## src/tlsf_pkg.sv

```systemverilog
// Package: constants, request and response types, and size-class helpers of the heap manager.
package tlsf_pkg;

    localparam int HEAP_BYTES      = 65536;
    localparam int GRAIN_BYTES     = 4;
    localparam int SIZE_CLASSES    = 17;
    localparam int SLOTS_PER_CLASS = 4;

    // Heap size and grain are powers of two, so word index and rounding are masks.
    localparam int HEAP_WORDS = HEAP_BYTES / 4;
    localparam int HEAP_AW    = $clog2(HEAP_WORDS);
    localparam int CLS_W      = $clog2(SIZE_CLASSES + 1);
    localparam int SLOT_W     = $clog2(SLOTS_PER_CLASS);
    localparam int HK_W       = CLS_W + SLOT_W;
    localparam int HK_N       = SIZE_CLASSES * SLOTS_PER_CLASS;
    localparam int JIX_W      = (HEAP_AW > HK_W) ? HEAP_AW : HK_W;
    localparam int JR_D       = 32;
    localparam int JR_AW      = $clog2(JR_D);

    localparam logic [31:0] MIN_BLOCK = 32'd16;
    localparam logic [31:0] FL_BITS   = 32'd3;
    localparam logic [31:0] AT_SIZE   = 32'd4;
    localparam logic [31:0] AT_FWD    = 32'd8;
    localparam logic [31:0] AT_BWD    = 32'd12;
    localparam logic [31:0] GRAIN32   = 32'(GRAIN_BYTES);
    localparam logic [31:0] PAY_OFS   = 32'd4 + GRAIN32;
    localparam logic [SLOTS_PER_CLASS-1:0] SLOT_ALL = '1;

    localparam logic [1:0] MODE_ALLOC  = 2'd0;
    localparam logic [1:0] MODE_FREE   = 2'd1;
    localparam logic [1:0] MODE_RESIZE = 2'd2;
    localparam logic [1:0] MODE_REGION = 2'd3;

    localparam logic [1:0] ST_OK       = 2'd0;
    localparam logic [1:0] ST_OOM      = 2'd1;
    localparam logic [1:0] ST_NORESIZE = 2'd2;
    localparam logic [1:0] ST_BAD      = 2'd3;

    typedef struct packed {
        logic [1:0]  mode;
        logic [15:0] size_bytes;
        logic [15:0] address;
    } t_req;

    typedef struct packed {
        logic [15:0] block_address;
        logic [1:0]  status;
    } t_rsp;

    // One undo record: target store, word index and the value it held.
    typedef struct packed {
        logic             hd;
        logic [JIX_W-1:0] ix;
        logic [31:0]      old;
    } t_jent;

    typedef struct packed {
        logic             ok;
        logic [CLS_W-1:0] c;
        logic [SLOT_W-1:0] s;
    } t_cls;

    typedef struct packed {
        logic [5:0]  c;
        logic [SLOT_W-1:0] s;
    } t_acls;

    function automatic logic [4:0] f_top_bit(input logic [31:0] x);
        logic [4:0] r;
        r = '0;
        for (int i = 0; i < 32; i++) begin
            if (x[i]) begin
                r = 5'(i);
            end
        end
        return r;
    endfunction

    function automatic logic [HEAP_AW-1:0] f_widx(input logic [31:0] a);
        return a[HEAP_AW+1:2];
    endfunction

    function automatic logic [31:0] f_round_need(input logic [15:0] b);
        logic [31:0] n;
        n = {16'b0, b} + GRAIN32;
        if (n < MIN_BLOCK) begin
            n = MIN_BLOCK;
        end
        return (n + GRAIN32 - 32'd1) & ~(GRAIN32 - 32'd1);
    endfunction

    function automatic t_cls f_classify(input logic [31:0] sz);
        t_cls r;
        logic [4:0] l;
        logic [31:0] sh;
        l = f_top_bit(sz);
        sh = sz >> (l - 5'd2);
        r.ok = (sz >= MIN_BLOCK) && ({27'b0, l} < 32'(SIZE_CLASSES));
        r.c = CLS_W'(l);
        r.s = sh[SLOT_W-1:0];
        return r;
    endfunction

    // Rounds a request up to the next slot boundary.
    function automatic t_acls f_alloc_cls(input logic [31:0] need);
        t_acls r;
        logic [4:0] l;
        logic [31:0] sh;
        logic [2:0] s3;
        l = f_top_bit(need);
        sh = need >> (l - 5'd2);
        r.c = {1'b0, l};
        s3 = {1'b0, sh[1:0]};
        if ((need & ~(32'd1 << l)) != 32'd0) begin
            s3 = s3 + 3'd1;
            if (s3 == 3'(SLOTS_PER_CLASS)) begin
                s3 = '0;
                r.c = r.c + 6'd1;
            end
        end
        r.s = s3[SLOT_W-1:0];
        return r;
    endfunction

endpackage

```

## src/tlsf_ram.sv

```systemverilog
// Simple dual-port synchronous RAM with one write port and a registered read port.
module tlsf_ram
    import tlsf_pkg::*;
#(
    parameter int W  = 32,
    parameter int D  = 16,
    parameter int AW = 4
) (
    input  logic          i_clk,
    input  logic          i_we,
    input  logic [AW-1:0] i_waddr,
    input  logic [W-1:0]  i_wdata,
    input  logic [AW-1:0] i_raddr,
    output logic [W-1:0]  o_rdata
);

    logic [W-1:0] mem [D];
    logic [W-1:0] r_q;

    always_ff @(posedge i_clk) begin
        if (i_we) begin
            mem[i_waddr] <= i_wdata;
        end
        r_q <= mem[i_raddr];
    end

    assign o_rdata = r_q;

endmodule

```

## config.mk

```make
export PLATFORM = sky130hd
export DESIGN_NAME = tlsf_ram
export DESIGN_NICKNAME = d
export VERILOG_FILES = /design/src/tlsf_pkg.sv /design/src/tlsf_ram.sv
export SDC_FILE = /design/constraint.sdc
export NUM_CORES = 1
export LEC_CHECK = 0
export BUFFER_PORTS_ARGS = -buffer_cell sky130_fd_sc_hd__buf_4
export CORE_AREA = 4 4 216 218
export DETAILED_ROUTE_END_ITERATION = 10
export DIE_AREA = 0 0 220 222
export SYNTH_ARGS = -nofsm -noshare
export SYNTH_HDL_FRONTEND = slang
export SYNTH_SLANG_ARGS = --single-unit
```

## constraint.sdc

```tcl
create_clock -name i_clk -period 9.7 [get_ports i_clk]
set_clock_uncertainty 0.15 [all_clocks]
set_input_delay 1.94 -clock i_clk [delete_from_list [all_inputs] [get_ports i_clk]]
set_output_delay 1.94 -clock i_clk [all_outputs]
set_load 0.1 [all_outputs]
```

==> Yosys cells after proc, flatten, opt, wreduce, memory -nomap -nowiden <==
Memories as Yosys holds them, arrays and structs flattened. A register that Yosys moved wholly into a read port is not among the register bits.
Cells that the tools add are included.
{ "word_totals": {"regBits": 0, "ramBits": 512, "inputBits": 42, "word_cells": 3, "memories": 1} }
{ "mem_list": {"columns": ["name", "depth", "word_bits", "rd", "rd_ports_with_merged_regs", "wr", "line", "rtl"], "rows": [
  ["mem", 16, 32, 1, 1, 1, "tlsf_ram.sv:17", "logic [W-1:0] mem [D];"]
]} }
{ "classes": {"muxes": 2} }
{ "op_table": {"columns": ["cell", "n"], "rows": [
  ["$mux W1", 2]
]} }

==> Longest topological paths before layout <==
Gate-level depths: netlist of run 1.
{ "logic_depth": {"word_depth": 2, "ltp_mapped": 5, "ltp_nobuf": 3} }

==> Worst setup path before layout of run 1 <==
Ideal clock, no wire load.
{ "synth_timing": {"path_type": "in2reg", "start": "input port i_waddr[2]", "end": "memory mem[0][0] (enable)", "setup_ps": 461, "t_arrival_ps": 4658, "setup_slack_ps": 4430, "cell_stages": 2, "path_cell_list": "or3b_2 nor3_1"} }
{ "synth_rtl": {"columns": ["item", "line", "rtl"], "rows": [
  ["from (decl)", "tlsf_ram.sv:11", "input logic [AW-1:0] i_waddr,"],
  ["to (decl)", "tlsf_ram.sv:17", null]
]} }
No word-level cell before the write port.

==> run summary, run 1 <==
Outcome = finished, final reports clean
Gpl congestion = 0.686
Final hold vios = 0
Worst-path cell chain = clkbuf_8 > buf_4 > mux4_2 > a22oi_1 > nand2_1
Unrepaired setup endpoints after global routing = false
Hold-fix buffers, CTS = 0
Setup ws final = 5430 ps
Measured slew at the worst slew-check pin = 1170 ps
Min Tclk post-route = 4270 ps
Int Pwr = 0.00396 W
Layout net count = 987
Rows = 78
Synth area leaders = edfxtp_1 (77%), mux4_2 (15%), dfxtp_1 (3.2%), a22oi_1 (2.4%), nand2_1 (0.62%)
Mean post-synth cell area = 23.7 sq um
Clock root cell = clkbuf_16
First-pass GRT wire length = 61000 um
Via-per-instance ratio = 5.57
Sw Pwr = 0.00110 W
Filler cell count = 3544
CP Buf/Inv Count = 2
Post-Syn Area = 19900 sq um
WL/cell = 25.7 um
Die height = 222 um
Reg2reg setup slack = 8200 ps
Clock power share = 0.409
Maximum vdd drop = 109 uV
CP startpoint kind = input pin
Initial Util = 0.442
Util after Layout = 0.513
Max Root-Sink Buffers = 3
Yosys top cell by area = edfxtp_1
Die W = 220 um
Setup crit end = o_rdata[13]
Distinct cell type count after synthesis = 18
Slew Limit Fails = 0
Register area share after synthesis = 0.807
Latest clock arrival within the worst-skew pair = 580 ps
Synth top area share = 0.774
Largest net degree at the start of global routing = 79
Grt total ovfl = 0
Worst Path Arrival = 4570 ps
CP max stage delay = 910 ps
Routed WL = 40900 um
Gate Count Post-Synth = 838
Xor/xnor share of the synthesized area = 0
Core ar. = 44900 sq um
Critical path's slowest cell = buf_4
Iter 0 DRT Violations = 752
Mux cell area share after synthesis = 0.145
Share of post-route cells with drive strength above 1 = 0.331
Post-CTS Setup Inserts = 0
Hold crit path type = register to register
Seq cells post-synth = 544
Adder-cell share of the synthesized area = 0
Multi-input gate area = 3750 sq um
Yosys warning total = 0
Vias in the first global route = 9308
Largest delay share family, worst path = buffers and inverters
Cts repair resizes = 0
Cts bufs inserted = 53
TNS Setup = 0 ps
Clock Sinks = 544
Top Ports = 74
Initial antenna violation count = 1
GRT Util Overall = 0.170
Switch share = 0.217
Worst path depth = 5
Pre-CTS setup slack = 4700 ps
Register Area = 16000 sq um
Critical path endpoint category = register
Max-cap violations = 0
Main combinational cell family by area after synthesis = multiplexers
Remaining DRCs = 0
Comb pwr share = 0.069
Estimated wirelength of the detail-placed design = 18500 um
Detail Route Antenna Nets = 0
Crit share post-route = 0.440
P&R area growth vs syn = 15.9%
Syn_nets = 880
DR vias = 8851
CP max FO = 78
H-tree Lvls = 2
Setup Viol. Count Final = 0
Worst path required time = 10000 ps
Rel. slew slack = 0.219
Setup Crit Path Kind = input pin to register
R2R Path Start = mem[11][5]
Pwr/cell area = 220 nW/um^2
Leak = 7.36 nW
Synth Area in Simple Gates = 0.0127
First-pass detailed-route iteration total = 5
Reg power frac = 0.522
Die ar. = 48800 sq um
Worst Setup SP = i_raddr[0]
Clk slew on worst S/H paths = 60 ps
Maximum clock rate = 0.234 GHz
PortBufs = 73
CTS tree = built
Complex-gate fraction of the synthesized area = 0.0242
FF-to-FF path depth = 3
RR Endpoint = o_rdata[5]
-- worst min-delay path by stage --
stage | from | to | slack [ps] | depth (start not counted)
floorplan | mem[14][0] | o_rdata[0] | 480 | 3
global placement | mem[15][24] | o_rdata[24] | 500 | 3
detailed placement | mem[6][1] | o_rdata[1] | 510 | 3
CTS | mem[15][23] | o_rdata[23] | 520 | 3
global route | mem[7][1] | o_rdata[1] | 550 | 3
finish | mem[15][21] | o_rdata[21] | 510 | 3
-- sequential cells by signal (all words and copies together) (netlist names) --
name	count
mem	512
o_rdata	32
-- Yosys cell counts --
master    instances
nand3b_1          2
a22oi_1          64
buf_4            11
nor2b_1           2
clkbuf_1         17
buf_6             2
nor3_1            4
nand3_1           1
or3b_2            1
nor2_1           13
buf_1             9
and2_1            1
nand2b_1          2
mux4_2          128
edfxtp_1        512
buf_2             4
dfxtp_1          32
nand2_1          33
-- layout make-up --
cell class                 count  area share
antenna                        1    0.000109
clock buffer                  65      0.0636
clock inverter                32      0.0137
multi-input combinational    251       0.163
sequential                   544       0.696
tap                          600      0.0326
timing repair buffer          95      0.0313
-- through the flow --
step                total power [W]  area [sq um]  instances  hold slack (ps)
global placement            0.00304         21200       1490              500
floorplan                   0.00293         19900        838              485
finish                      0.00506         23000       1588              513
detailed placement          0.00305         21200       1490              505
CTS                         0.00512         23000       1587              518
global route                0.00524         23000       1587              545
-- placed cells by master (no fill, tap or decap), types with 4 or more instances in the layout --
cell type     n
a22oi_1      64
nor3_2        4
mux4_2      128
clkinvlp_4    5
dfxtp_1      32
bufinv_16     6
edfxtp_1    512
clkinv_1      9
nand2_1      33
buf_4        94
clkinv_2     11
clkbuf_8      6
nor2_4       13
clkbuf_1      5
clkbuf_16    55
-- layer usage --
metal / vias up / track usage / wire length, um
met4: 2 / 0.0409 / 724
li1: 3790 / - / -
met2: 245 / 0.260 / 19600
met3: 58 / 0.0340 / 2320
met1: 4756 / 0.255 / 18200
met5: - / 0 / 18
-- power by group through the flow --
stage / sequential [W] / clock [W] / combinational (W)
2_1_floorplan: 0.00280 / 0 / 0.000126
3_3_place_gp: 0.00269 / 0 / 0.000348
3_5_place_dp: 0.00269 / 0 / 0.000352
4_1_cts: 0.00265 / 0.00212 / 0.000353
5_1_grt: 0.00265 / 0.00222 / 0.000369
6_report: 0.00264 / 0.00207 / 0.000347
-- cell families after synthesis --
kind of cell	after synthesis
mux	128
buf+inv	43
compound gates	64
flops	544
simple gates	59
-- worst reg2reg max path: cells and delay by family (launching register included) --
family | cells | cell delay, ps
flip-flops | 1 | 370
AND/OR/NAND/NOR | 1 | 160
AO/OA/AOI/OAI | 1 | 200
multiplexers | 1 | 470
Note: power is estimated with default switching activity, not from simulation.
==> run 2: changes to the inputs <==
==> constraint.sdc (replaced) <==
create_clock -name i_clk -period 4.45 [get_ports i_clk]
set_clock_uncertainty 0.15 [all_clocks]
set_input_delay 0.89 -clock i_clk [delete_from_list [all_inputs] [get_ports i_clk]]
set_output_delay 0.89 -clock i_clk [all_outputs]
set_load 0.1 [all_outputs]
==> run 2 against run 1 <==
Utilization up 0.38 points. Cell area up 0.73%. Combinational power up 120%. First-iteration DRC count up 18%. Sequential power up 120%. Register-to-register slack worse by 5200 ps. Sequential share of layout area down 0.51 points. Worst setup slack worse by 3500 ps. Flip-flop and latch count unchanged.
==> run summary, run 2 (synthesized netlist as in run 1, its figures left out) <==
Vias in the first global route = 9606 (was 9308)
Pwr/cell area = 484 nW/um^2 (was 220 nW/um^2)
Hold crit path type = input pin to register (was register to register)
Largest net degree at the start of global routing = 81 (was 79)
Worst path required time = 4770 ps (was 10000 ps)
Die W = 220 um (unchanged)
Final hold vios = 0 (unchanged)
Critical path's slowest cell = mux4_2 (was buf_4)
Max Root-Sink Buffers = 3 (unchanged)
Grt total ovfl = 0 (unchanged)
GRT Util Overall = 0.174 (was 0.170)
Maximum clock rate = 0.401 GHz
Share of post-route cells with drive strength above 1 = 0.332 (was 0.331)
First-pass GRT wire length = 62600 um (was 61000 um)
Latest clock arrival within the worst-skew pair = 590 ps (was 580 ps)
WL/cell = 26.1 um (was 25.7 um)
CP max stage delay = 560 ps (was 910 ps)
H-tree Lvls = 2 (unchanged)
TNS Setup = 0 ps (unchanged)
Crit share post-route = 0.560
Via-per-instance ratio = 5.62 (was 5.57)
Max reg flops = 512 (unchanged)
Setup crit end = o_rdata[4] (was o_rdata[13])
Cts repair resizes = 0 (unchanged)
CTS tree = built (unchanged)
Worst-path cell chain = clkbuf_8 > buf_4 > mux4_2 > a22oi_1 > nand2_1 (unchanged)
Filler cell count = 3518 (was 3544)
Outcome = finished, final reports clean (unchanged)
Iter 0 DRT Violations = 885 (was 752)
Initial antenna violation count = 3 (was 1)
Post-CTS Setup Inserts = 0 (unchanged)
Detail Route Antenna Nets = 0 (unchanged)
Setup Crit Path Kind = input pin to register (unchanged)
Min Tclk post-route = 2490 ps
Clock root cell = clkbuf_16 (unchanged)
Top Ports = 74 (unchanged)
Hold-fix buffers, CTS = 0 (unchanged)
Core ar. = 44900 sq um (unchanged)
Slew Limit Fails = 0 (unchanged)
Reg2reg setup slack = 2950 ps (was 8200 ps)
Gpl congestion = 0.708 (was 0.686)
Clk slew on worst S/H paths = 60 ps (about the same)
Leak = 7.45 nW (was 7.36 nW)
Rel. slew slack = 0.425 (was 0.219)
P&R area growth vs syn = 16.8% (was 15.9%)
Cts bufs inserted = 56 (was 53)
Most frequent cells in the layout = edfxtp_1 (512), mux4_2 (128), buf_4 (96), a22oi_1 (64), clkbuf_16 (57) (was edfxtp_1 (512), mux4_2 (128), buf_4 (94), a22oi_1 (64), clkbuf_16 (55))
Routed WL = 41700 um (was 40900 um)
Max-cap violations = 0 (unchanged)
Die height = 222 um (unchanged)
R2R Path Start = mem[3][26] (was mem[11][5])
Setup Viol. Count Final = 0 (unchanged)
Estimated wirelength of the detail-placed design = 21500 um (was 18500 um)
Worst Setup SP = i_raddr[0] (unchanged)
Layout net count = 996 (was 987)
Maximum vdd drop = 291 uV (was 109 uV)
Remaining DRCs = 0 (unchanged)
Initial Util = 0.442 (unchanged)
Util after Layout = 0.516 (was 0.513)
Measured slew at the worst slew-check pin = 861 ps (was 1170 ps)
Clock Sinks = 544 (unchanged)
Largest reg by FF count = mem (unchanged)
CP max FO = 42 (was 78)
Unrepaired setup endpoints after global routing = false (unchanged)
PortBufs = 73 (unchanged)
CP startpoint kind = input pin (unchanged)
Total power draw = 0.0112 W (was 0.00506 W)
Die ar. = 48800 sq um (unchanged)
Worst Path Arrival = 2810 ps (was 4570 ps)
Critical path endpoint category = register (unchanged)
DR vias = 8993 (was 8851)
First-pass detailed-route iteration total = 5 (unchanged)
Rows = 78 (unchanged)
Most common cell after layout, fill and taps aside = edfxtp_1 (unchanged)
RR Endpoint = o_rdata[26] (was o_rdata[5])
FF-to-FF path depth = 3 (unchanged)
[run 2: cell types whose count changed in the layout (fill, tap and decap cells not counted), moves of 2 or more]
| cell | change |
|---|---|
| buf_4 | +2 |
| clkbuf_16 | +2 |
| clkbuf_1 | +7 |
| clkinv_2 | -2 |
| clkinvlp_4 | -3 |
| buf_12 | +4 |
[run 2: where the power goes]
part           switching, W  leakage (nW)  internal, W  total (W)
Combinational      0.000535          1.65     0.000237   0.000772
Sequential        0.0000363          4.89      0.00573    0.00576
Clock               0.00187         0.905      0.00282    0.00470
Total               0.00244          7.45      0.00879     0.0112
[run 2: final cells by class]
type	instances	area, sq um	area share
Sequential cell	544	16000	0.691
Multi-Input combinational cell	251	3750	0.162
Clock buffer	74	1540	0.0664
Timing Repair Buffer	101	815	0.0351
Tap cell	600	751	0.0324
Clock inverter	28	313	0.0135
Antenna cell	1	2.50	0.000108
[run 2: metal layers]
layer	part of all wire	track usage
met1	0.43	0.253
met3	0.069	0.0425
met4	0.017	0.0446
met5	0.00055	0
met2	0.48	0.268
[run 2: per-stage QoR]
stage	instances	cell area (sq um)	worst slack, ps	hold WS (ps)
finish	1599	23200	1960	446
global route	1598	23200	1760	440
CTS	1598	23200	1920	417
detailed placement	1496	21300	1310	509
global placement	1496	21300	1330	504
floorplan	838	19900	230	485
[run 2: worst max-delay path, delay by kind of cell]
family | cells | cell delay [ps]
buffers and inverters | 2 | 1000
AND/OR/NAND/NOR | 1 | 80
multiplexers | 1 | 560
AO/OA/AOI/OAI | 1 | 230
[run 2: worst min-delay path by stage]
stage	startpoint	cells past startpoint	to	slack, ps
2_1_floorplan	mem[14][0]	3	o_rdata[0]	480
5_1_grt	i_wdata[19]	1	mem[3][19]	440
3_3_place_gp	mem[15][20]	3	o_rdata[20]	500
4_1_cts	i_wdata[19]	1	mem[3][19]	420
3_5_place_dp	mem[15][20]	3	o_rdata[20]	510
6_report	i_wdata[25]	1	mem[15][25]	450
==> run 3: changes to the inputs <==
==> constraint.sdc (replaced) <==
create_clock -name i_clk -period 2.3 [get_ports i_clk]
set_clock_uncertainty 0.15 [all_clocks]
set_input_delay 0.46 -clock i_clk [delete_from_list [all_inputs] [get_ports i_clk]]
set_output_delay 0.46 -clock i_clk [all_outputs]
set_load 0.1 [all_outputs]
==> run 3 against run 2 <==
Worst hold slack got worse by 420 ps. Register-to-register slack got worse by 2100 ps. Non-clock buffer count rose by 49.
==> run summary, run 3 (synthesized netlist as in run 1, its figures left out) <==
CP max FO = 1 (was 42)
Die W = 220 um (unchanged)
Setup Viol. Count Final = 0 (unchanged)
Multi-input gate area = 3780 sq um (was 3750 sq um)
Detail Route Antenna Nets = 0 (unchanged)
Hold crit path type = input pin to register (unchanged)
Outcome = finished, final reports clean (unchanged)
CP max stage delay = 400 ps (was 560 ps)
Setup Crit Path Kind = register to primary output (was input pin to register)
PortBufs = 73 (unchanged)
Worst path required time = 1690 ps (was 4770 ps)
CP startpoint kind = register (was input pin)
Largest net degree at the start of global routing = 41 (was 81)
Total power draw = 0.0211 W (was 0.0112 W)
Post-Place Cell Area = 21900 sq um (was 21300 sq um)
Unrepaired setup endpoints after global routing = false (unchanged)
Max Root-Sink Buffers = 3 (unchanged)
Initial Util = 0.442 (unchanged)
Crit share post-route = 0.831
Most frequent cells in the layout = edfxtp_1 (512), mux4_2 (128), buf_4 (102), a22oi_1 (64), clkbuf_16 (54) (was edfxtp_1 (512), mux4_2 (128), buf_4 (96), a22oi_1 (64), clkbuf_16 (57))
Critical path's slowest cell = dfxtp_1 (was mux4_2)
WL/cell = 26.2 um (was 26.1 um)
Gpl congestion = 0.704 (was 0.708)
Reg2reg setup slack = 820 ps (was 2950 ps)
Register Area = 16000 sq um (unchanged)
Grt total ovfl = 0 (unchanged)
Die height = 222 um (unchanged)
Max-cap violations = 0 (unchanged)
DR top layer = met4 (was met5)
Filler cell count = 3474 (was 3518)
Slew Limit Fails = 0 (unchanged)
# diodes = 0 (was 1)
Largest reg by FF count = mem (unchanged)
Layout net count = 1043 (was 996)
Via-per-instance ratio = 5.60 (was 5.62)
First-pass GRT wire length = 64200 um (was 62600 um)
Final hold vios = 0 (unchanged)
Initial antenna violation count = 0 (was 3)
Rel. slew slack = 0.305 (was 0.425)
Measured slew at the worst slew-check pin = 1040 ps (was 861 ps)
Die ar. = 48800 sq um (unchanged)
Latest clock arrival within the worst-skew pair = 590 ps (about the same)
Clock root cell = clkbuf_16 (unchanged)
H-tree Lvls = 2 (unchanged)
CP Buf/Inv Count = 1 (was 2)
Clk slew on worst S/H paths = 60 ps (about the same)
Remaining DRCs = 0 (unchanged)
Share of post-route cells with drive strength above 1 = 0.337 (was 0.332)
DR vias = 9214 (was 8993)
Pwr/cell area = 887 nW/um^2 (was 484 nW/um^2)
Core ar. = 44900 sq um (unchanged)
Met3 WL = 2430 um (was 2870 um)
Maximum vdd drop = 624 uV (was 291 uV)
Routed WL = 43200 um (was 41700 um)
CTS tree = built (unchanged)
Maximum clock rate = 0.523 GHz
Hold-fix buffers, CTS = 18 (was 0)
Cts bufs inserted = 54 (was 56)
First-pass detailed-route iteration total = 5 (unchanged)
Leak = 7.69 nW (was 7.45 nW)
Layout Cell Area excl Fill = 23800 sq um (was 23200 sq um)
Cts repair resizes = 0 (unchanged)
Worst Path Arrival = 1300 ps (was 2810 ps)
Largest delay share family, worst path = flip-flops (was buffers and inverters)
Max reg flops = 512 (unchanged)
Top Ports = 74 (unchanged)
Post-CTS Setup Inserts = 0 (unchanged)
Critical path endpoint category = primary output (was register)
P&R area growth vs syn = 19.6% (was 16.8%)
GRT Util Overall = 0.180 (was 0.174)
Clock Sinks = 544 (unchanged)
Estimated wirelength of the detail-placed design = 23300 um (was 21500 um)
Most common cell after layout, fill and taps aside = edfxtp_1 (unchanged)
Rows = 78 (unchanged)
Wl on met1 = 19100 um (was 18100 um)
Min Tclk post-route = 1910 ps
Vias in the first global route = 9624 (was 9606)
Worst-path cell chain = buf_4 (was clkbuf_8 > buf_4 > mux4_2 > a22oi_1 > nand2_1)
Iter 0 DRT Violations = 1034 (was 885)
Met2 WL = 21100 um (was 19900 um)
## run 3: routing by layer
layer  GRT usage  vias to the layer above
met5           0                        -
met2       0.280                      268
met4      0.0395                        0
met1       0.271                     4997
li1            -                     3906
met3      0.0307                       43
## run 3: worst paths after layout
path	endpoint	depth (start not counted)	start
min reg2reg	o_rdata[30]	3	mem[15][30]
min	mem[9][8]	1	i_wdata[8]
max	o_rdata[30]	1	o_rdata[30]
max reg2reg	o_rdata[3]	3	mem[3][3]
## run 3: power by group
group	switching, W	internal [W]
Combinational	0.00106	0.000535
Clock	0.00352	0.00480
Sequential	0.0000742	0.0111
Total	0.00465	0.0164
## run 3: area by class of cell
class	instances	area share
multi-input cells	251	0.159
repair buffers	150	0.0648
flip-flops and latches	544	0.674
clock buffers	83	0.0627
well taps	600	0.0316
clock inverters	18	0.00753
## run 3: metrics by stage
stage          setup WS, ps  hold WS, ps  TNS (ps)  instances   util
2_1_floorplan          -338          409   -106620        838      -
3_3_place_gp            125          499         0       1527  0.488
3_5_place_dp            110          504         0       1527  0.488
4_1_cts                 345        0.477         0       1646  0.529
5_1_grt                 346         23.6         0       1646  0.529
6_report                388         24.9         0       1646  0.529
